$ cat config.mk
export PLATFORM = sky130hd
export DESIGN_NAME = mesh_proxy_sar_reassembler
export DESIGN_NICKNAME = d
export VERILOG_FILES = /design/src/rtl/msar_pkg.sv /design/src/rtl/msar_front.sv /design/src/rtl/msar_cmd_fifo.sv /design/src/rtl/msar_back.sv /design/src/rtl/mesh_proxy_sar_reassembler.sv
export SDC_FILE = /design/constraint.sdc
export NUM_CORES = 1
export LEC_CHECK = 0
export ABC_AREA = 1
export ABC_CLOCK_PERIOD_IN_PS = 5900
export BUFFER_PORTS_ARGS = -buffer_cell sky130_fd_sc_hd__buf_4
export CORE_ASPECT_RATIO = 1.5
export CORE_MARGIN = 1.5
export CORE_UTILIZATION = 50
export CTS_CLUSTER_SIZE = 16
export DETAILED_ROUTE_END_ITERATION = 8
export PLACE_DENSITY = 0.63
export SYNTH_ARGS = -nofsm -noshare
export SYNTH_HDL_FRONTEND = slang
export SYNTH_HIERARCHICAL = 1
export SYNTH_SLANG_ARGS = --single-unit
$ cat constraint.sdc
create_clock -name clk -period 5.9 [get_ports clk]
set_clock_uncertainty 0.15 [all_clocks]
set_input_delay 0.295 -clock clk [delete_from_list [all_inputs] [get_ports clk]]
set_output_delay 0.295 -clock clk [all_outputs]
set_load 0.005 [all_outputs]
$ cat src/rtl/msar_pkg.sv
// ----------------------------------------------------------------------------
// msar_pkg
// Types and constants shared by the proxy SAR reassembler modules.
// ----------------------------------------------------------------------------
`default_nettype none

package msar_pkg;

	// Upper bound of the reassembly store; store addresses and fill counts are
	// sized for it whatever depth the top level selects.
	localparam int unsigned STORE_MAX  = 64;
	localparam int unsigned ADDR_W     = 6;
	localparam int unsigned FILL_W     = 7;
	localparam int unsigned CFG_DATA_W = 8;

	localparam int unsigned CMDQ_DEPTH = 4;
	localparam int unsigned CMDQ_AW    = 2;

	// SAR field of the header byte.
	localparam logic [1:0] SAR_COMPLETE = 2'h0;
	localparam logic [1:0] SAR_FIRST    = 2'h1;
	localparam logic [1:0] SAR_CONT     = 2'h2;
	localparam logic [1:0] SAR_LAST     = 2'h3;

	// Payload index saturates here: only the first two payload bytes matter.
	localparam logic [1:0] PIDX_SAT = 2'h2;

	localparam logic       KIND_NET_BYTE   = 1'b0;
	localparam logic       KIND_FILTER_UPD = 1'b1;

	localparam logic       RST_FORWARD_ENABLE    = 1'b1;
	localparam logic [5:0] RST_NET_PDU_TYPE      = 6'h00;
	localparam logic [5:0] RST_CONFIG_PDU_TYPE   = 6'h02;
	localparam logic [7:0] RST_SET_FILTER_OPCODE = 8'h00;

	typedef enum logic [1:0] {
		CFG_FORWARD_ENABLE,
		CFG_NET_PDU_TYPE,
		CFG_CONFIG_PDU_TYPE,
		CFG_SET_FILTER_OPCODE
	} cfg_idx_t;

	typedef struct packed {
		logic [7:0] data_byte;
		logic       first_of_write;
		logic       last_of_write;
	} in_item_t;

	typedef struct packed {
		logic       kind;
		logic [7:0] out_byte;
		logic       out_last;
		logic [7:0] cur_filter;
	} out_item_t;

	// Command passed from the classifier to the executor.
	typedef struct packed {
		logic              wr;
		logic [ADDR_W-1:0] wr_addr;
		logic [7:0]        data;
		logic              emit;
		logic              kind;
		logic              last;
		logic              flush;
		logic [FILL_W-1:0] count;
		logic [7:0]        filter;
	} cmd_t;

	typedef enum logic {
		BK_IDLE,
		BK_DRAIN
	} back_state_t;

endpackage

`default_nettype wire

$ cat src/rtl/msar_front.sv
// ----------------------------------------------------------------------------
// msar_front
// Accepts proxy PDU bytes, tracks the header state and the filter type, and
// turns each item into at most one command for the executor.
// ----------------------------------------------------------------------------
`default_nettype none

module msar_front import msar_pkg::*; #(
	parameter int unsigned STORE_DEPTH = 64
) (
	input  wire logic                  clk,
	input  wire logic                  arst_n,
	input  wire logic                  cfg_we,
	input  wire cfg_idx_t              cfg_index,
	input  wire logic [CFG_DATA_W-1:0] cfg_wdata,
	input  wire logic                  in_valid,
	output logic                       in_stall,
	input  wire in_item_t              in_item,
	output logic                       cmd_push,
	output cmd_t                       cmd,
	input  wire logic                  cmd_full
);

	localparam logic [FILL_W-1:0] DEPTH_C = FILL_W'(STORE_DEPTH);

	logic              fwd_en_q;
	logic [5:0]        net_type_q;
	logic [5:0]        cfg_type_q;
	logic [7:0]        set_op_q;

	logic [1:0]        seg_q, seg_nx;
	logic [5:0]        kind_q, kind_nx;
	logic [1:0]        pidx_q, pidx_nx;
	logic [7:0]        op_q, op_nx;
	logic [7:0]        filt_q, filt_nx;
	logic [FILL_W-1:0] fill_q, fill_nx;
	logic              accept;
	cmd_t              cmd_c;
	logic [7:0]        b;

	assign in_stall = cmd_full;
	assign accept   = in_valid && !cmd_full;
	assign b        = in_item.data_byte;

	always_ff @(posedge clk or negedge arst_n) begin
		if (!arst_n) begin
			fwd_en_q   <= RST_FORWARD_ENABLE;
			net_type_q <= RST_NET_PDU_TYPE;
			cfg_type_q <= RST_CONFIG_PDU_TYPE;
			set_op_q   <= RST_SET_FILTER_OPCODE;
		end else if (cfg_we) begin
			case (cfg_index)
				CFG_FORWARD_ENABLE:    fwd_en_q   <= cfg_wdata[0];
				CFG_NET_PDU_TYPE:      net_type_q <= cfg_wdata[5:0];
				CFG_CONFIG_PDU_TYPE:   cfg_type_q <= cfg_wdata[5:0];
				CFG_SET_FILTER_OPCODE: set_op_q   <= cfg_wdata[7:0];
				default: ;
			endcase
		end
	end

	always_comb begin
		seg_nx  = seg_q;
		kind_nx = kind_q;
		pidx_nx = pidx_q;
		op_nx   = op_q;
		filt_nx = filt_q;
		fill_nx = fill_q;
		cmd_c   = '0;

		if (in_item.first_of_write) begin
			seg_nx  = b[7:6];
			kind_nx = b[5:0];
			pidx_nx = '0;
			op_nx   = '0;
			if (seg_nx inside {SAR_COMPLETE, SAR_FIRST}) begin
				fill_nx = '0;
			end
		end else begin
			if (pidx_q != PIDX_SAT) begin
				pidx_nx = 2'(pidx_q + 2'd1);
			end
			if (seg_q == SAR_COMPLETE) begin
				if (kind_q == net_type_q) begin
					if (fwd_en_q) begin
						cmd_c.emit = 1'b1;
						cmd_c.kind = KIND_NET_BYTE;
						cmd_c.data = b;
						cmd_c.last = in_item.last_of_write;
					end
				end else if (kind_q == cfg_type_q) begin
					if (pidx_q == 2'd0) begin
						op_nx = b;
					end else if (pidx_q == 2'd1 && op_q == set_op_q) begin
						filt_nx    = b;
						cmd_c.emit = 1'b1;
						cmd_c.kind = KIND_FILTER_UPD;
					end
				end
			end else if (fill_q < DEPTH_C) begin
				cmd_c.wr      = 1'b1;
				cmd_c.wr_addr = fill_q[ADDR_W-1:0];
				cmd_c.data    = b;
				fill_nx       = FILL_W'(fill_q + 7'd1);
			end
		end

		// The end of a last-segment write hands the whole buffer over and
		// clears the fill whether or not anything is emitted.
		if (in_item.last_of_write && seg_nx == SAR_LAST) begin
			if (fill_nx != '0 && fwd_en_q && kind_nx == net_type_q) begin
				cmd_c.flush = 1'b1;
				cmd_c.count = fill_nx;
			end
			fill_nx = '0;
		end

		cmd_c.filter = filt_nx;
	end

	assign cmd      = cmd_c;
	assign cmd_push = accept && (cmd_c.wr || cmd_c.emit || cmd_c.flush);

	always_ff @(posedge clk or negedge arst_n) begin
		if (!arst_n) begin
			seg_q  <= SAR_COMPLETE;
			kind_q <= '0;
			pidx_q <= '0;
			op_q   <= '0;
			filt_q <= '0;
			fill_q <= '0;
		end else if (accept) begin
			seg_q  <= seg_nx;
			kind_q <= kind_nx;
			pidx_q <= pidx_nx;
			op_q   <= op_nx;
			filt_q <= filt_nx;
			fill_q <= fill_nx;
		end
	end

`ifndef SYNTHESIS
	a_fill_bound: assert property (@(posedge clk) disable iff (!arst_n)
		fill_q <= DEPTH_C)
		else $error("reassembly fill exceeds store depth");

	a_wr_addr: assert property (@(posedge clk) disable iff (!arst_n)
		cmd_push && cmd.wr |-> {1'b0, cmd.wr_addr} < DEPTH_C)
		else $error("store write outside the store");

	a_flush_nonempty: assert property (@(posedge clk) disable iff (!arst_n)
		cmd_push && cmd.flush |-> cmd.count != '0 && cmd.count <= DEPTH_C && !cmd.emit)
		else $error("flush command with a bad count");
`endif

endmodule

`default_nettype wire

$ cat src/rtl/msar_cmd_fifo.sv
// ----------------------------------------------------------------------------
// msar_cmd_fifo
// Short command queue between the classifier and the executor.
// ----------------------------------------------------------------------------
`default_nettype none

module msar_cmd_fifo import msar_pkg::*; (
	input  wire logic clk,
	input  wire logic arst_n,
	input  wire logic push,
	input  wire cmd_t push_data,
	output logic      full,
	input  wire logic pop,
	output cmd_t      head,
	output logic      empty
);

	cmd_t               ents_q [CMDQ_DEPTH];
	logic [CMDQ_AW-1:0] wr_ptr_q;
	logic [CMDQ_AW-1:0] rd_ptr_q;
	logic [CMDQ_AW:0]   cnt_q;

	assign full  = cnt_q == (CMDQ_AW+1)'(CMDQ_DEPTH);
	assign empty = cnt_q == '0;
	assign head  = ents_q[rd_ptr_q];

	always_ff @(posedge clk) begin
		if (push) begin
			ents_q[wr_ptr_q] <= push_data;
		end
	end

	always_ff @(posedge clk or negedge arst_n) begin
		if (!arst_n) begin
			wr_ptr_q <= '0;
			rd_ptr_q <= '0;
			cnt_q    <= '0;
		end else begin
			if (push) begin
				wr_ptr_q <= CMDQ_AW'(wr_ptr_q + 1'b1);
			end
			if (pop) begin
				rd_ptr_q <= CMDQ_AW'(rd_ptr_q + 1'b1);
			end
			if (push && !pop) begin
				cnt_q <= (CMDQ_AW+1)'(cnt_q + 1'b1);
			end else if (pop && !push) begin
				cnt_q <= (CMDQ_AW+1)'(cnt_q - 1'b1);
			end
		end
	end

`ifndef SYNTHESIS
	a_no_underflow: assert property (@(posedge clk) disable iff (!arst_n)
		pop |-> !empty)
		else $error("command queue popped while empty");
`endif

endmodule

`default_nettype wire

$ cat src/rtl/msar_back.sv
// ----------------------------------------------------------------------------
// msar_back
// Executes commands: writes the reassembly store, passes single results on,
// and on a flush drains the store one byte per cycle unless the output stalls.
// ----------------------------------------------------------------------------
`default_nettype none

module msar_back import msar_pkg::*; #(
	parameter int unsigned STORE_DEPTH = 64
) (
	input  wire logic clk,
	input  wire logic arst_n,
	input  wire logic cmd_empty,
	input  wire cmd_t cmd_head,
	output logic      cmd_pop,
	output logic      out_valid,
	input  wire logic out_stall,
	output out_item_t out_item
);

	localparam int unsigned AW = $clog2(STORE_DEPTH);

	logic [7:0]        mem [STORE_DEPTH];
	logic [7:0]        mem_rd_q;

	back_state_t       state_q, state_nx;
	logic [FILL_W-1:0] drain_idx_q;
	logic [FILL_W-1:0] drain_cnt_q;
	logic [7:0]        drain_filt_q;
	logic              drain_last;
	logic              rd_en;

	logic              valid_s1;
	logic              from_mem_s1;
	logic [7:0]        byte_s1;
	logic              kind_s1;
	logic              last_s1;
	logic [7:0]        filt_s1;

	logic              out_valid_q;
	out_item_t         out_q;
	logic              adv_out;
	logic              s1_free;
	logic              s1_load;

	assign adv_out    = !out_valid_q || !out_stall;
	assign s1_free    = !valid_s1 || adv_out;
	assign drain_last = FILL_W'(drain_idx_q + 7'd1) == drain_cnt_q;

	always_comb begin
		state_nx = state_q;
		case (state_q)
			BK_IDLE: begin
				if (cmd_pop && cmd_head.flush) begin
					state_nx = BK_DRAIN;
				end
			end
			BK_DRAIN: begin
				if (rd_en && drain_last) begin
					state_nx = BK_IDLE;
				end
			end
			default: state_nx = BK_IDLE;
		endcase
	end

	// A write-only or flush command needs no room in the result stage.
	always_comb begin
		cmd_pop = 1'b0;
		rd_en   = 1'b0;
		case (state_q)
			BK_IDLE:  cmd_pop = !cmd_empty && (s1_free || !cmd_head.emit);
			BK_DRAIN: rd_en   = s1_free;
			default: ;
		endcase
	end

	assign s1_load = rd_en || (cmd_pop && cmd_head.emit);

	always_ff @(posedge clk) begin
		if (cmd_pop && cmd_head.wr) begin
			mem[cmd_head.wr_addr[AW-1:0]] <= cmd_head.data;
		end
	end

	always_ff @(posedge clk) begin
		if (rd_en) begin
			mem_rd_q <= mem[drain_idx_q[AW-1:0]];
		end
	end

	always_ff @(posedge clk or negedge arst_n) begin
		if (!arst_n) begin
			state_q     <= BK_IDLE;
			drain_idx_q <= '0;
			drain_cnt_q <= '0;
			valid_s1    <= 1'b0;
			out_valid_q <= 1'b0;
		end else begin
			state_q <= state_nx;
			if (cmd_pop && cmd_head.flush) begin
				drain_idx_q <= '0;
				drain_cnt_q <= cmd_head.count;
			end else if (rd_en) begin
				drain_idx_q <= FILL_W'(drain_idx_q + 7'd1);
			end
			if (s1_load) begin
				valid_s1 <= 1'b1;
			end else if (adv_out) begin
				valid_s1 <= 1'b0;
			end
			if (adv_out) begin
				out_valid_q <= valid_s1;
			end
		end
	end

	always_ff @(posedge clk) begin
		if (cmd_pop && cmd_head.flush) begin
			drain_filt_q <= cmd_head.filter;
		end
		if (rd_en) begin
			from_mem_s1 <= 1'b1;
			kind_s1     <= KIND_NET_BYTE;
			last_s1     <= drain_last;
			filt_s1     <= drain_filt_q;
		end else if (cmd_pop && cmd_head.emit) begin
			from_mem_s1 <= 1'b0;
			byte_s1     <= cmd_head.data;
			kind_s1     <= cmd_head.kind;
			last_s1     <= cmd_head.last;
			filt_s1     <= cmd_head.filter;
		end
		if (adv_out && valid_s1) begin
			out_q.kind       <= kind_s1;
			out_q.out_byte   <= from_mem_s1 ? mem_rd_q : byte_s1;
			out_q.out_last   <= last_s1;
			out_q.cur_filter <= filt_s1;
		end
	end

	assign out_valid = out_valid_q;
	assign out_item  = out_q;

`ifndef SYNTHESIS
	a_drain_range: assert property (@(posedge clk) disable iff (!arst_n)
		state_q == BK_DRAIN |-> drain_idx_q < drain_cnt_q)
		else $error("drain index ran past the flush count");

	a_read_lands: assert property (@(posedge clk) disable iff (!arst_n)
		rd_en |=> valid_s1 && from_mem_s1 && kind_s1 == KIND_NET_BYTE)
		else $error("store read did not reach the result stage");
`endif

endmodule

`default_nettype wire

$ cat src/rtl/mesh_proxy_sar_reassembler.sv
// ----------------------------------------------------------------------------
// mesh_proxy_sar_reassembler
// Proxy PDU receiver: classifies header and payload bytes, reassembles
// segmented network PDUs and tracks the proxy filter type.
//
//   Channel   Direction  Handshake          Payload
//   in        input      in_valid/in_stall  in_item   (in_item_t)
//   out       output     out_valid/out_stall out_item (out_item_t)
//   cfg       input      cfg_we             cfg_index, cfg_wdata
//
// One input byte is taken per cycle while the command queue has room.
// A flush drains the reassembly store at one byte per cycle, while the output
// is not stalled, through a registered memory read; the executor takes no new
// command until the drain is done, and input stalls once the four-entry queue
// is full. Results leave through an output register.
// Reset is asynchronous and active low; the store needs no clearing pass.
// ----------------------------------------------------------------------------
`default_nettype none

module mesh_proxy_sar_reassembler import msar_pkg::*; #(
	parameter int unsigned STORE_DEPTH = 64
) (
	input  wire logic                  clk,
	input  wire logic                  arst_n,
	input  wire logic                  cfg_we,
	input  wire cfg_idx_t              cfg_index,
	input  wire logic [CFG_DATA_W-1:0] cfg_wdata,
	input  wire logic                  in_valid,
	output logic                       in_stall,
	input  wire in_item_t              in_item,
	output logic                       out_valid,
	input  wire logic                  out_stall,
	output out_item_t                  out_item
);

	logic cmd_push;
	cmd_t cmd_in;
	logic cmd_full;
	logic cmd_pop;
	cmd_t cmd_head;
	logic cmd_empty;

	msar_front #(
		.STORE_DEPTH(STORE_DEPTH)
	) u_front (
		.clk      (clk),
		.arst_n   (arst_n),
		.cfg_we   (cfg_we),
		.cfg_index(cfg_index),
		.cfg_wdata(cfg_wdata),
		.in_valid (in_valid),
		.in_stall (in_stall),
		.in_item  (in_item),
		.cmd_push (cmd_push),
		.cmd      (cmd_in),
		.cmd_full (cmd_full)
	);

	msar_cmd_fifo u_queue (
		.clk      (clk),
		.arst_n   (arst_n),
		.push     (cmd_push),
		.push_data(cmd_in),
		.full     (cmd_full),
		.pop      (cmd_pop),
		.head     (cmd_head),
		.empty    (cmd_empty)
	);

	msar_back #(
		.STORE_DEPTH(STORE_DEPTH)
	) u_back (
		.clk      (clk),
		.arst_n   (arst_n),
		.cmd_empty(cmd_empty),
		.cmd_head (cmd_head),
		.cmd_pop  (cmd_pop),
		.out_valid(out_valid),
		.out_stall(out_stall),
		.out_item (out_item)
	);

endmodule

`default_nettype wire

# After elaboration in Yosys (flattened, before gate mapping)
# Memories as Yosys holds them, arrays and structs flattened. A register that Yosys moved wholly into a read port is not among the register bits.
# Cells that the tools add are included.
[totals] regBits=123 ramBits=648 inputBits=25 out_inout_bits=20 wordCells=158 n_memories=2
[classes] add_sub_neg=7 order_cmp=1 eq_ne=14 muxes=54 bitwise_logic=2 reduce_logical=50
[memory_table] name="u_back.mem" depth=64 width=8 read_ports=1 rd_clocked_by_memory_dff=1 write_ports=1 line="msar_back.sv:23" rtl="logic [7:0] mem [STORE_DEPTH];"
[memory_table] name="u_queue.ents_q" depth=4 width=34 read_ports=1 rd_clocked_by_memory_dff=0 write_ports=1 line="msar_cmd_fifo.sv:18" rtl="cmd_t ents_q [CMDQ_DEPTH];"
[op_table] op="$mux W8" count=18
[op_table] op="$mux W7" count=8
[op_table] op="$eq A6 B6 Y1" count=3
[op_table] op="$mux W18" count=1
[op_table] op="$reduce_bool A2 Y1" count=9
[op_table] op="$mux W15" count=1
[op_table] op="$add A7 B1 Y7 const B" count=2
[op_table] op="$logic_and A1 B1 Y1" count=14
[op_table] op="$mux W2" count=7
[op_table] op="$mux W1" count=13
[op_table] op="$reduce_and A2 Y1" count=6
[op_table] op="$mux W11" count=1
[op_table] op="$mux W3" count=3
[op_table] op="$eq A8 B8 Y1" count=1
[op_table] op="$logic_not A1 Y1" count=8
[op_table] op="$logic_not A2 Y1" count=4
[op_table] op="$eq A7 B7 Y1" count=1
[op_table] op="$lt A7 B7 Y1 const B" count=1
[op_table] op="$reduce_bool A7 Y1" count=1
[op_table] op="$add A2 B1 Y2 const B" count=3
[op_table] op="$eq A2 B1 Y1 const B" count=3
[op_table] op="$eq A2 B2 Y1 const B" count=3
[op_table] op="$logic_or A1 B1 Y1" count=6
[op_table] op="$mux W6" count=1
[op_table] op="other kinds (8)" count=10

# Depth between registers and ports, before layout
# Gate-level depths: netlist of run 1.
[depth] ltp_word=15 depth_mapped=21 depth_no_buf=20

# Hierarchy
# Netlist of run 1, hierarchy kept.
[modules_own_cells] mod="msar_back" instances=1 cells_per_inst=2275 area_each_um2=24825.1 seq_area_each_um2=17371.7
[modules_own_cells] mod="msar_cmd_fifo" instances=1 cells_per_inst=444 area_each_um2=5773.0 seq_area_each_um2=4259.1
[modules_own_cells] mod="msar_front" instances=1 cells_per_inst=476 area_each_um2=3310.7 seq_area_each_um2=1353.8

# Least setup slack after synthesis of run 1
# OpenSTA, ideal clock, no wires.
[synth_path] path_type="reg2reg" startpoint="register u_front.pidx_q[0]" endpoint="memory u_queue/ents_q[0][0] in the netlist's numbering (enable)" setup_time_ns=0.389 arrival_ns=2.547 t_required_ns=5.361 setup_slack_ns=2.815 path_stages_with_launch=16 path_buffers=2 period_less_slack_ns=3.085 cell_sequence="dfrtp_1 inv_1 ha_1 nor2_1 o21ai_0 nor2_1 nand3_1 nor2_2 nand2_4 buf_8 nand2_2 nor2_1 a21oi_2 clkbuf_1 nand2_1 inv_1"
[synth_rtl] item="start, declared" line="msar_front.sv:33" rtl="logic [1:0] pidx_q, pidx_nx;"
[synth_rtl] item="start signal, assigned" line="msar_front.sv:135" rtl="pidx_q <= pidx_nx;"
[synth_rtl] item="end, declared" line="msar_cmd_fifo.sv:18"

==> run_results.csv, run 1 <==
group,metric,value,unit
run_status,outcome,"complete, no violations",
min_path,holdCritPathClass,"in2reg",
sta,period_minus_slack,4470,ps
clocking,cts_setup_buffers,0,
sta,drv_slew,0,
worst_setup_path,cp-end-kind,"flip-flop",
sta,timing.slew.headroom,21.2,%
sta,hold_viol_final,0,
placed_design,dp_hpwl,53100,um
clocking,insertion_delay,640,ps
worst_setup_path,crit_slowest_cell,"nand4_1",
final_layout,drive_gt1_share,7.97,%
synth,syn-num-nets,3232,
final_layout,fin_util,56.0,%
worst_setup_path,crit_buf_inv,2,
die,die_height,322,um
power,pwr_density_cell,496,nW/um^2
final_layout,nFillCells,5662,
clocking,cts.clk_slew.worst_paths,60,ps
synth,syn_inst,3195,
placed_design,dpl_worst_slack,1410,ps
grt,grt_pass1_wl,126000,um
placed_design,globalplace.congestion,0.893,
routing,drt_wl_total,82700,um
synth,synth_area_per_cell,10.6,sq um
worst_setup_path,max_stage_delay,990,ps
clocking,holdBufCountCts,22,
synth,ys_seq_area_share,67.8,%
clocking,cts.sinks,779,
placed_design,numPortBuffers,44,
final_layout,seq_area,23000,sq um
die,core,66900,sq um
worst_setup_path,required,5990,ps
die,die_width,216,um
die,dieArea,69400,sq um
clocking,cts_made_buffers,73,
worst_setup_path,critical_path_class,"reg2reg",
routing,detail-route-antenna-nets,0,
die,fp-row-count,116,
worst_setup_path,cp_max_fo,35,
synth,netlist_area,33900,sq um
worst_setup_path,cp.arrival,4560,ps
clocking,clk_path_buf_depth,3,
clocking,cts_tree,"done",
final_layout,area_growth,10.6,%
worst_setup_path,crit_family,"simple AND/OR/NAND/NOR gates",
grt,grt_use_total,24.2,%
grt,grt_pass1_vias,22096,
die,pin_count,45,
synth,yosys_register_bits,779,
sta,min_period_over_period,75.7,%
synth,dominantRegCellSynth,"edfxtp_1",
routing,drt_iter0_markers,1581,
job,maxCapViolations,0,
grt,overflow,0,
synth,ys_warn_count,6,
synth,synth-async-reset-ratio,10.0,%
grt,antenna_found_initial,1,
routing,vias_per_cell,5.32,
worst_setup_path,crit_chain,"buf_4 -> inv_2 -> o211ai_1 -> nand2_1 -> nand3_1 -> nand2_1 -> nor2_1 -> nand4_1 -> nor2_1",
routing,drc,0,
grt,grt_max_degree,104,
sta,setup_viol,0,
clocking,htreeDepth,3,
routing,detail_route.first_pass.iterations,5,
power,p_leak,0.0153,uW
clocking,cts.repair.resized,0,
final_layout,nNetsFinal,3253,
synth,synth_cell_type_count,42,
sta,clock.fmax,0.224,GHz
sta,fin_ws,1430,ps
die,initial_core_util,50.7,%
sta,worst_pin_slew,1180,ps
clocking,root_buffer,"clkbuf_16",
routing,vias,22116,
power,irDropWorstVdd,375,uV
routing,wire_per_inst,19.9,um
sta,rsz0062_at_grt,"false",
synth,synth_enable_flop_cells,699,
worst_setup_path,crit_path_start_kind,"flip-flop",
final_layout,multi_input_area,8300,sq um
sta,fin_tns_setup,0,ps
cell usage after synthesis, drive strengths merged, types with 10 or more instances:
library cell	count	share of area, %
nand2	865	9.7
edfxtp	699	62
inv	482	5.3
nand3	455	6.7
nor2	144	1.7
buf	121	2.1
o211ai	110	2.4
dfrtp	76	5.6
o21ai	69	1.1
or2	65	1.2
clkbuf	31	0.34
nand4	14	0.26
ha	11	0.41
xor2	11	0.28
nor3	10	0.15
o22ai	10	0.18
area by class of cell:
class,count,share of cell area [%]
clock buffer,86,5.31
clock inverter,47,1.24
inverter,487,4.89
multi-input combinational,1777,22.1
sequential,779,61.3
tap,885,2.95
antenna,1,0.00667
timing repair buffer,98,2.14
metal layers:
metal / GRT usage [%] / routed length [um] / vias up
met5: 0 / 13 / -
met4: 13.6 / 4550 / 2
met3: 2.82 / 3910 / 216
met2: 44.4 / 43300 / 641
met1: 27.3 / 30900 / 10639
li1: - / - / 10618
cell usage in the layout (no fill, tap or decap), drive strengths merged:
| master | Yosys | routed |
|---|---|---|
| nand3b | 1 | 1 |
| dlygate4sd3 | 0 | 21 |
| o21a | 1 | 1 |
| clkinv | 5 | 41 |
| nor3 | 10 | 10 |
| diode | 0 | 1 |
| nor2 | 144 | 144 |
| xnor2 | 2 | 2 |
| clkbuf | 31 | 86 |
| nand4 | 14 | 14 |
| nand3 | 455 | 455 |
| bufinv | 0 | 8 |
| buf | 121 | 77 |
| a21oi | 5 | 5 |
| or2 | 65 | 65 |
| mux2 | 2 | 2 |
| o211ai | 110 | 110 |
| o22ai | 10 | 10 |
| xor2 | 11 | 11 |
| inv | 482 | 483 |
| edfxtp | 699 | 699 |
| o21ai | 69 | 69 |
| fa | 1 | 1 |
| nand2 | 865 | 865 |
| dfrtp | 76 | 76 |
| ha | 11 | 11 |
| nand2b | 1 | 1 |
| dfstp | 2 | 2 |
| clkinvlp | 0 | 2 |
| dfxtp | 2 | 2 |
per-stage QoR:
step                hold slack, ps  area (sq um)  power [uW]  instances
floorplan                     -151         33900       11700       3195
global placement              61.3         34800       13800       4004
detailed placement            67.4         34800       13900       4004
CTS                           38.5         37500       18700       4159
global route                   112         37500       19500       4159
finish                        75.2         37500       18600       4160
state kept, by name, summed over array words and instances (netlist names), 8 cells and up:
signal,flops
u_front/op_q,8
u_back/mem_rd_q,8
u_back/mem,512
u_front/filt_q,8
u_queue/ents_q,136
u_back/drain_filt_q,8
u_front/set_op_q,8
u_back/out_item,18
u_back/byte_s1,8
u_back/filt_s1,8
worst register-to-register path, delay by kind of cell, from the launching register on:
family	cells	cell delay, ps
buffers and inverters	2	790
AOI/OAI and AO/OA	1	220
and+or+nand+nor	6	2600
DFF	1	330
power by group:
group,leakage (uW),switching [uW],internal [uW]
Sequential,0.00739,392,7380
Combinational,0.00672,4550,1490
Clock,0.00120,1990,2780
Total,0.0153,6940,11700
logic make-up (layout without fill, tap and decap cells):
| group | count (synthesis) | count (layout) | synth area share (%) |
|---|---|---|---|
| AOI/OAI and AO/OA | 195 | 195 | 3.83 |
| DFF | 779 | 779 | 67.8 |
| and+or+nand+nor | 1555 | 1555 | 19.7 |
| other | 0 | 1 | 0 |
| adders and majority gates | 12 | 12 | 0.465 |
| xor gates and xnor gates | 13 | 13 | 0.336 |
| buffers and inverters | 639 | 718 | 7.80 |
| muxes | 2 | 2 | 0.0664 |
final timing paths:
| kind | start | to | slack, ps | cells past startpoint |
|---|---|---|---|---|
| max in group asynchronous | arst_n | u_front/kind_q[1] | 4290 | 4 |
| min | in_item[1] | u_front/op_q[5] | 80 | 4 |
| min in group asynchronous | arst_n | u_back/out_valid | 550 | 4 |
| min reg2reg | u_back/filt_s1[6] | u_back/out_item[6] | 270 | 0 |
| max reg2reg | u_queue/rd_ptr_q[1] | u_back/mem[61][6] | 1430 | 9 |
| max | u_queue/rd_ptr_q[1] | u_back/mem[61][6] | 1430 | 9 |
(Power assumes the default switching activity.)
==> run 2: changes to the inputs <==
--- a/config.mk
+++ b/config.mk
@@ -6,14 +6,14 @@
 export NUM_CORES = 1
 export LEC_CHECK = 0
 export ABC_AREA = 1
-export ABC_CLOCK_PERIOD_IN_PS = 5900
+export ABC_CLOCK_PERIOD_IN_PS = 4000
 export BUFFER_PORTS_ARGS = -buffer_cell sky130_fd_sc_hd__buf_4
 export CORE_ASPECT_RATIO = 1.5
 export CORE_MARGIN = 1.5
 export CORE_UTILIZATION = 50
 export CTS_CLUSTER_SIZE = 16
 export DETAILED_ROUTE_END_ITERATION = 8
-export PLACE_DENSITY = 0.63
+export PLACE_DENSITY = 0.65
 export SYNTH_ARGS = -nofsm -noshare
 export SYNTH_HDL_FRONTEND = slang
 export SYNTH_HIERARCHICAL = 1
==> constraint.sdc (replaced) <==
create_clock -name clk -period 4 [get_ports clk]
set_clock_uncertainty 0.15 [all_clocks]
set_input_delay 0.2 -clock clk [delete_from_list [all_inputs] [get_ports clk]]
set_output_delay 0.2 -clock clk [all_outputs]
set_load 0.005 [all_outputs]
==> run 2 against run 1 <==
Compared with the run above:
- combinational power increased by 50%
- setup slack got worse by 880 ps
- first-iteration DRC count increased by 2.4%
- clock-buffer cell count is 4 higher
- utilization rose by 0.33 points
- via count rose by 0.44%
- critical path depth up 9
==> run_results.csv, run 2 (same netlist as run 1, synthesis figures left out) <==
group,metric,value,unit
routing,detail-route-antenna-nets,0,
min_path,hp-start,"cfg_we",
sta,setup_viol,0,
worst_setup_path,cp_max_fo,36,
min_path,holdCritPathClass,"in2reg",
worst_setup_path,r2r_end,"u_back/mem[45][2]",
worst_setup_path,rrSetupSlack,670,ps
sta,clock.fmax,0.290,GHz
sta,timing.slew.headroom,31.5,%
routing,detail_route.first_pass.iterations,5,
worst_setup_path,required,4350,ps
die,fp-row-count,116,
final_layout,multi_input_area,8300,sq um
final_layout,fin_util,56.4,%
final_layout,nFillCells,5554,
clocking,insertion_delay,610,ps
worst_setup_path,crit_path_start_kind,"input pin",
die,dieArea,69400,sq um
grt,grt_pass1_wl,124000,um
min_path,whs_path_depth,3,
sta,fin_tns_setup,0,ps
grt,grt_use_total,23.5,%
min_path,holdPathEnd,"u_front/cfg_type_q[1]",
final_layout,nNetsFinal,3281,
die,initial_core_util,50.7,%
final_layout,seq_area,23000,sq um
die,core,66900,sq um
clocking,cts.repair.resized,0,
power,p_leak,0.0154,uW
die,pin_count,45,
sta,rsz0062_at_grt,"false",
power,irDropWorstVdd,486,uV
worst_setup_path,ff2ff_path_depth,10,
final_layout,diodes,0,
routing,drc,0,
final_layout,final_common_cell,"nand2_1",
clocking,holdBufCountCts,27,
die,die_height,322,um
routing,wire_per_inst,19.3,um
worst_setup_path,critical_path_class,"in2reg",
routing,vias_per_cell,5.31,
final_layout,final_cell_mix,"nand2_1, edfxtp_1, inv_1",
power,pwr_density_cell,721,nW/um^2
sta,period_minus_slack,3440,ps
final_layout,largest_reg_flops,512,
worst_setup_path,cp.arrival,3790,ps
sta,hold_viol_final,0,
routing,vias,22213,
clocking,clk_path_buf_depth,3,
final_layout,area_growth,11.2,%
clocking,cts.clk_slew.worst_paths,60,ps
routing,drt_iter0_markers,1619,
worst_setup_path,cp-end-kind,"flip-flop",
grt,overflow,0,
sta,min_period_over_period,86.1,%
run_status,outcome,"complete, no violations",
worst_setup_path,rr_startpoint,"u_queue/rd_ptr_q[0]",
clocking,root_buffer,"clkbuf_16",
grt,grt_pass1_vias,21951,
final_layout,drive_gt1_share,8.52,%
placed_design,numPortBuffers,44,
job,maxCapViolations,0,
sta,worst_pin_slew,1020,ps
placed_design,dp_hpwl,51000,um
sta,drv_slew,0,
grt,grt_max_degree,120,
clocking,cts_made_buffers,71,
routing,drt_wl_total,80700,um
clocking,cts_setup_buffers,0,
clocking,htreeDepth,3,
clocking,cts_tree,"done",
grt,antenna_found_initial,0,
die,die_width,216,um
placed_design,globalplace.congestion,0.926,
clocking,cts.sinks,779,
## run 2: changes by cell type in the layout (fill, tap and decap cells not counted), moves of 2 or more
cell / change
buf_12: +11
clkbuf_16: -3
clkinvlp_2: +2
inv_6: +2
clkinv_4: -6
clkinv_1: -6
buf_4: +13
clkinvlp_4: +2
dlygate4sd3_1: +5
bufinv_16: -3
clkbuf_1: +6
## run 2: critical path, cell delays in order
cell	delay (ps)
dlygate4sd3_1	530
buf_4	330
nand2_1	90
dlygate4sd3_1	570
o21ai_1	100
nand3_1	140
nor2_1	130
nand2_1	60
nor2_1	150
nand2_2	110
a21oi_2	340
ha_1	240
inv_1	80
fa_1	400
nand2_1	100
nand3_1	70
nand2_1	60
nand2_1	40
## run 2: power breakdown
group	switching, uW	internal (uW)
logic	6630	2470
clock network	2900	3790
registers	517	10900
total	10000	17100
## run 2: worst max path at each step
stage,slack (ps),cells after the start,start,endpoint
final,560,18,in_item[1],u_queue/cnt_q[2]
after global routing,290,18,in_item[1],u_queue/cnt_q[2]
after CTS,640,18,in_item[1],u_queue/cnt_q[2]
after detailed placement,700,10,u_queue/rd_ptr_q[0],u_back/mem[45][5]
after global placement,780,10,u_queue/rd_ptr_q[0],u_back/mem[45][2]
after floorplan,910,15,u_front/pidx_q[0],u_queue/ents_q[0][0]
## run 2: stage by stage
| step | cell area (sq um) | worst slack [ps] | total power [uW] | hold slack, ps | cells |
|---|---|---|---|---|---|
| global placement | 35100 | 781 | 20400 | 85.1 | 4029 |
| detailed placement | 35100 | 695 | 20600 | 94.1 | 4029 |
| finish | 37700 | 556 | 27200 | 49.5 | 4184 |
| CTS | 37700 | 641 | 27300 | 49.9 | 4184 |
| floorplan | 33900 | 915 | 17200 | -246 | 3195 |
| global route | 37700 | 291 | 28500 | 108 | 4184 |
## run 2: area by class of cell
class,count,area share [%]
flip-flops and latches,779,61.0
clock inverters,38,0.876
inverters,487,4.86
repair buffers,128,3.17
well taps,885,2.94
clock buffers,90,5.18
multi-input cells,1777,22.0
## run 2: per-layer routing
layer,routed length (um),share of wire [%],track usage (%)
met5,0,0,0
met4,4600,5.7,13.6
met3,4110,5.1,2.99
met2,42100,52,42.8
met1,29900,37,26.4
==> run 3: changes to the inputs <==
--- a/config.mk
+++ b/config.mk
@@ -6,14 +6,14 @@
 export NUM_CORES = 1
 export LEC_CHECK = 0
 export ABC_AREA = 1
-export ABC_CLOCK_PERIOD_IN_PS = 4000
+export ABC_CLOCK_PERIOD_IN_PS = 4160
 export BUFFER_PORTS_ARGS = -buffer_cell sky130_fd_sc_hd__buf_4
 export CORE_ASPECT_RATIO = 1.5
 export CORE_MARGIN = 1.5
 export CORE_UTILIZATION = 50
 export CTS_CLUSTER_SIZE = 16
 export DETAILED_ROUTE_END_ITERATION = 8
-export PLACE_DENSITY = 0.65
+export PLACE_DENSITY = 0.63
 export SYNTH_ARGS = -nofsm -noshare
 export SYNTH_HDL_FRONTEND = slang
 export SYNTH_HIERARCHICAL = 1
==> constraint.sdc (replaced) <==
create_clock -name clk -period 4.16 [get_ports clk]
set_clock_uncertainty 0.15 [all_clocks]
set_input_delay 0.208 -clock clk [delete_from_list [all_inputs] [get_ports clk]]
set_output_delay 0.208 -clock clk [all_outputs]
set_load 0.005 [all_outputs]
==> run 3 against run 2 <==
Compared with the run above:
- via count is 1.3% higher
- design area hardly changed
- setup slack better by 200 ps
- die area stayed put
- largest cell class unchanged
- power is 3.3% lower
- utilization hardly changed
- global-route usage is 0.77 points higher
- routed wire length is 2.9% higher
- first-iteration DRC count is 14% higher
- hold slack better by 22 ps
- clock power is 3% lower
- cell count stayed put
==> run_results.csv, run 3 (same netlist as run 1, synthesis figures left out) <==
group,metric,value,unit
run_status,outcome,"complete, no violations",
sta,fin_ws,755,ps
final_layout,fin_util,56.4,%
placed_design,dp_hpwl,52600,um
routing,drt_iter0_markers,1845,
clocking,cts_made_buffers,71,
power,p_leak,0.0154,uW
placed_design,dpl_worst_slack,938,ps
clocking,htreeDepth,3,
sta,period_minus_slack,3400,ps
worst_setup_path,crit_family,"buffers and inverters",
routing,drt_wl_total,83100,um
final_layout,drive_gt1_share,8.46,%
worst_setup_path,crit_slowest_cell,"dlygate4sd3_1",
die,core,66900,sq um
placed_design,numPortBuffers,44,
worst_setup_path,crit_buf_inv,5,
placed_design,globalplace.congestion,0.922,
job,maxCapViolations,0,
routing,detail_route.first_pass.iterations,5,
die,die_height,322,um
final_layout,nNetsFinal,3280,
final_layout,area_growth,11.2,%
grt,grt_pass1_wl,127000,um
die,fp-row-count,116,
sta,clock.fmax,0.294,GHz
final_layout,design_area,37700,sq um
sta,fin_tns_setup,0,ps
routing,detail-route-antenna-nets,0,
routing,drc,0,
worst_setup_path,rr_startpoint,"u_queue/rd_ptr_q[0]",
grt,grt_use_total,24.3,%
worst_setup_path,cp-end-kind,"flip-flop",
clocking,cts_tree,"done",
clocking,insertion_delay,620,ps
min_path,hp-start,"cfg_we",
worst_setup_path,ff2ff_path_depth,9,
sta,min_period_over_period,81.8,%
clocking,root_buffer,"clkbuf_16",
power,pwr_density_cell,697,nW/um^2
sta,timing.slew.headroom,23.2,%
final_layout,final_common_cell,"nand2_1",
clocking,cts.sinks,779,
worst_setup_path,cp-startpoint,"in_item[1]",
placed_design,place_area,35100,sq um
die,die_width,216,um
worst_setup_path,path_common_cell,"nand2_1",
routing,vias_per_cell,5.38,
clocking,clk_path_buf_depth,3,
die,dieArea,69400,sq um
min_path,whs_path_depth,3,
grt,grt_max_degree,240,
sta,worst_pin_slew,1150,ps
worst_setup_path,rrSetupSlack,880,ps
die,initial_core_util,50.7,%
worst_setup_path,required,4520,ps
worst_setup_path,max_stage_delay,580,ps
worst_setup_path,cp.arrival,3760,ps
final_layout,largest_reg_flops,512,
clocking,cts.clk_slew.worst_paths,60,ps
die,pin_count,45,
worst_setup_path,r2r_end,"u_back/mem[20][0]",
grt,grt_pass1_vias,22645,
final_layout,final_cell_mix,"nand2_1, edfxtp_1, inv_1",
worst_setup_path,critical_path_class,"in2reg",
min_path,holdCritPathClass,"in2reg",
power,irDropWorstVdd,572,uV
grt,antenna_found_initial,0,
sta,setup_viol,0,
routing,wire_per_inst,19.9,um
routing,vias,22493,
final_layout,diodes,0,
sta,rsz0062_at_grt,"false",
clocking,cts.repair.resized,0,
clocking,cts_setup_buffers,0,
grt,overflow,0,
worst_setup_path,crit_end,"u_queue/cnt_q[2]",
sta,hold_viol_final,0,
worst_setup_path,crit_path_start_kind,"input pin",
sta,drv_slew,0,
worst_setup_path,crit_chain,"dlygate4sd3_1 -> buf_4 -> nand2_1 -> dlygate4sd3_1 -> o21ai_1 -> xor2_1 -> nor2_1 -> nand2_1 -> nor2_1 -> nand2_2 -> a21oi_2 -> ha_1 -> inv_1 -> fa_1 -> inv_1 -> nand2_1 -> nand4_1 -> nand2_1",
worst_setup_path,cp_max_fo,36,
worst_setup_path,crit_cells,18,
clocking,holdBufCountCts,28,
run 3: changes by cell type in the layout (fill, tap and decap cells not counted):
cell           change
clkinv_1           +3
inv_6              -3
buf_12             -2
clkbuf_1           -2
clkinv_8           +2
buf_16             -1
buf_4              +1
bufinv_16          +1
clkinv_2           +1
clkinv_4           +1
clkinvlp_2         -1
clkinvlp_4         -1
dlygate4sd3_1      +1
run 3: report_power, final:
group / switching (uW) / total, uW / internal (uW)
Combinational: 6450 / 8770 / 2320
Clock: 2810 / 6520 / 3710
Sequential: 541 / 11000 / 10500
Total: 9800 / 26300 / 16500
run 3: layer usage:
layer  track usage (%)  vias up  part of all wire, %  wire (um)
met3              3.23      211                  5.2       4350
met5                 0        -                    0          0
met1              26.9    10875                   37      30500
li1                  -    10676                    -          -
met2              44.9      731                   53      44000
met4              13.0        0                  5.2       4310
run 3: worst min path at each step:
stage                            endpoint  slack [ps]
floorplan           u_back/drain_cnt_q[0]        -240
global placement         u_back/out_valid          40
detailed placement       u_back/out_valid          50
CTS                 u_front/net_type_q[2]          40
global route        u_front/net_type_q[1]         110
finish              u_front/net_type_q[2]          70
run 3: cell type report:
cell class / count / area [sq um]
fill: 5522 / 29200
sequential: 779 / 23000
multi-input combinational: 1777 / 8300
clock buffer: 88 / 1950
inverter: 487 / 1830
timing repair buffer: 127 / 1150
tap: 885 / 1110
clock inverter: 41 / 379
run 3: per-stage QoR:
step / cells / hold WS [ps] / total power, uW
finish: 4184 / 71.3 / 26300
global placement: 4027 / 36.8 / 19800
CTS: 4184 / 37.7 / 26400
global route: 4184 / 106 / 27600
floorplan: 3195 / -238 / 16500
detailed placement: 4027 / 46.5 / 19900
run 3: worst min-delay path: stages:
cell,delay (ps)
buf_4,120
nand3_1,320
o21ai_0,120
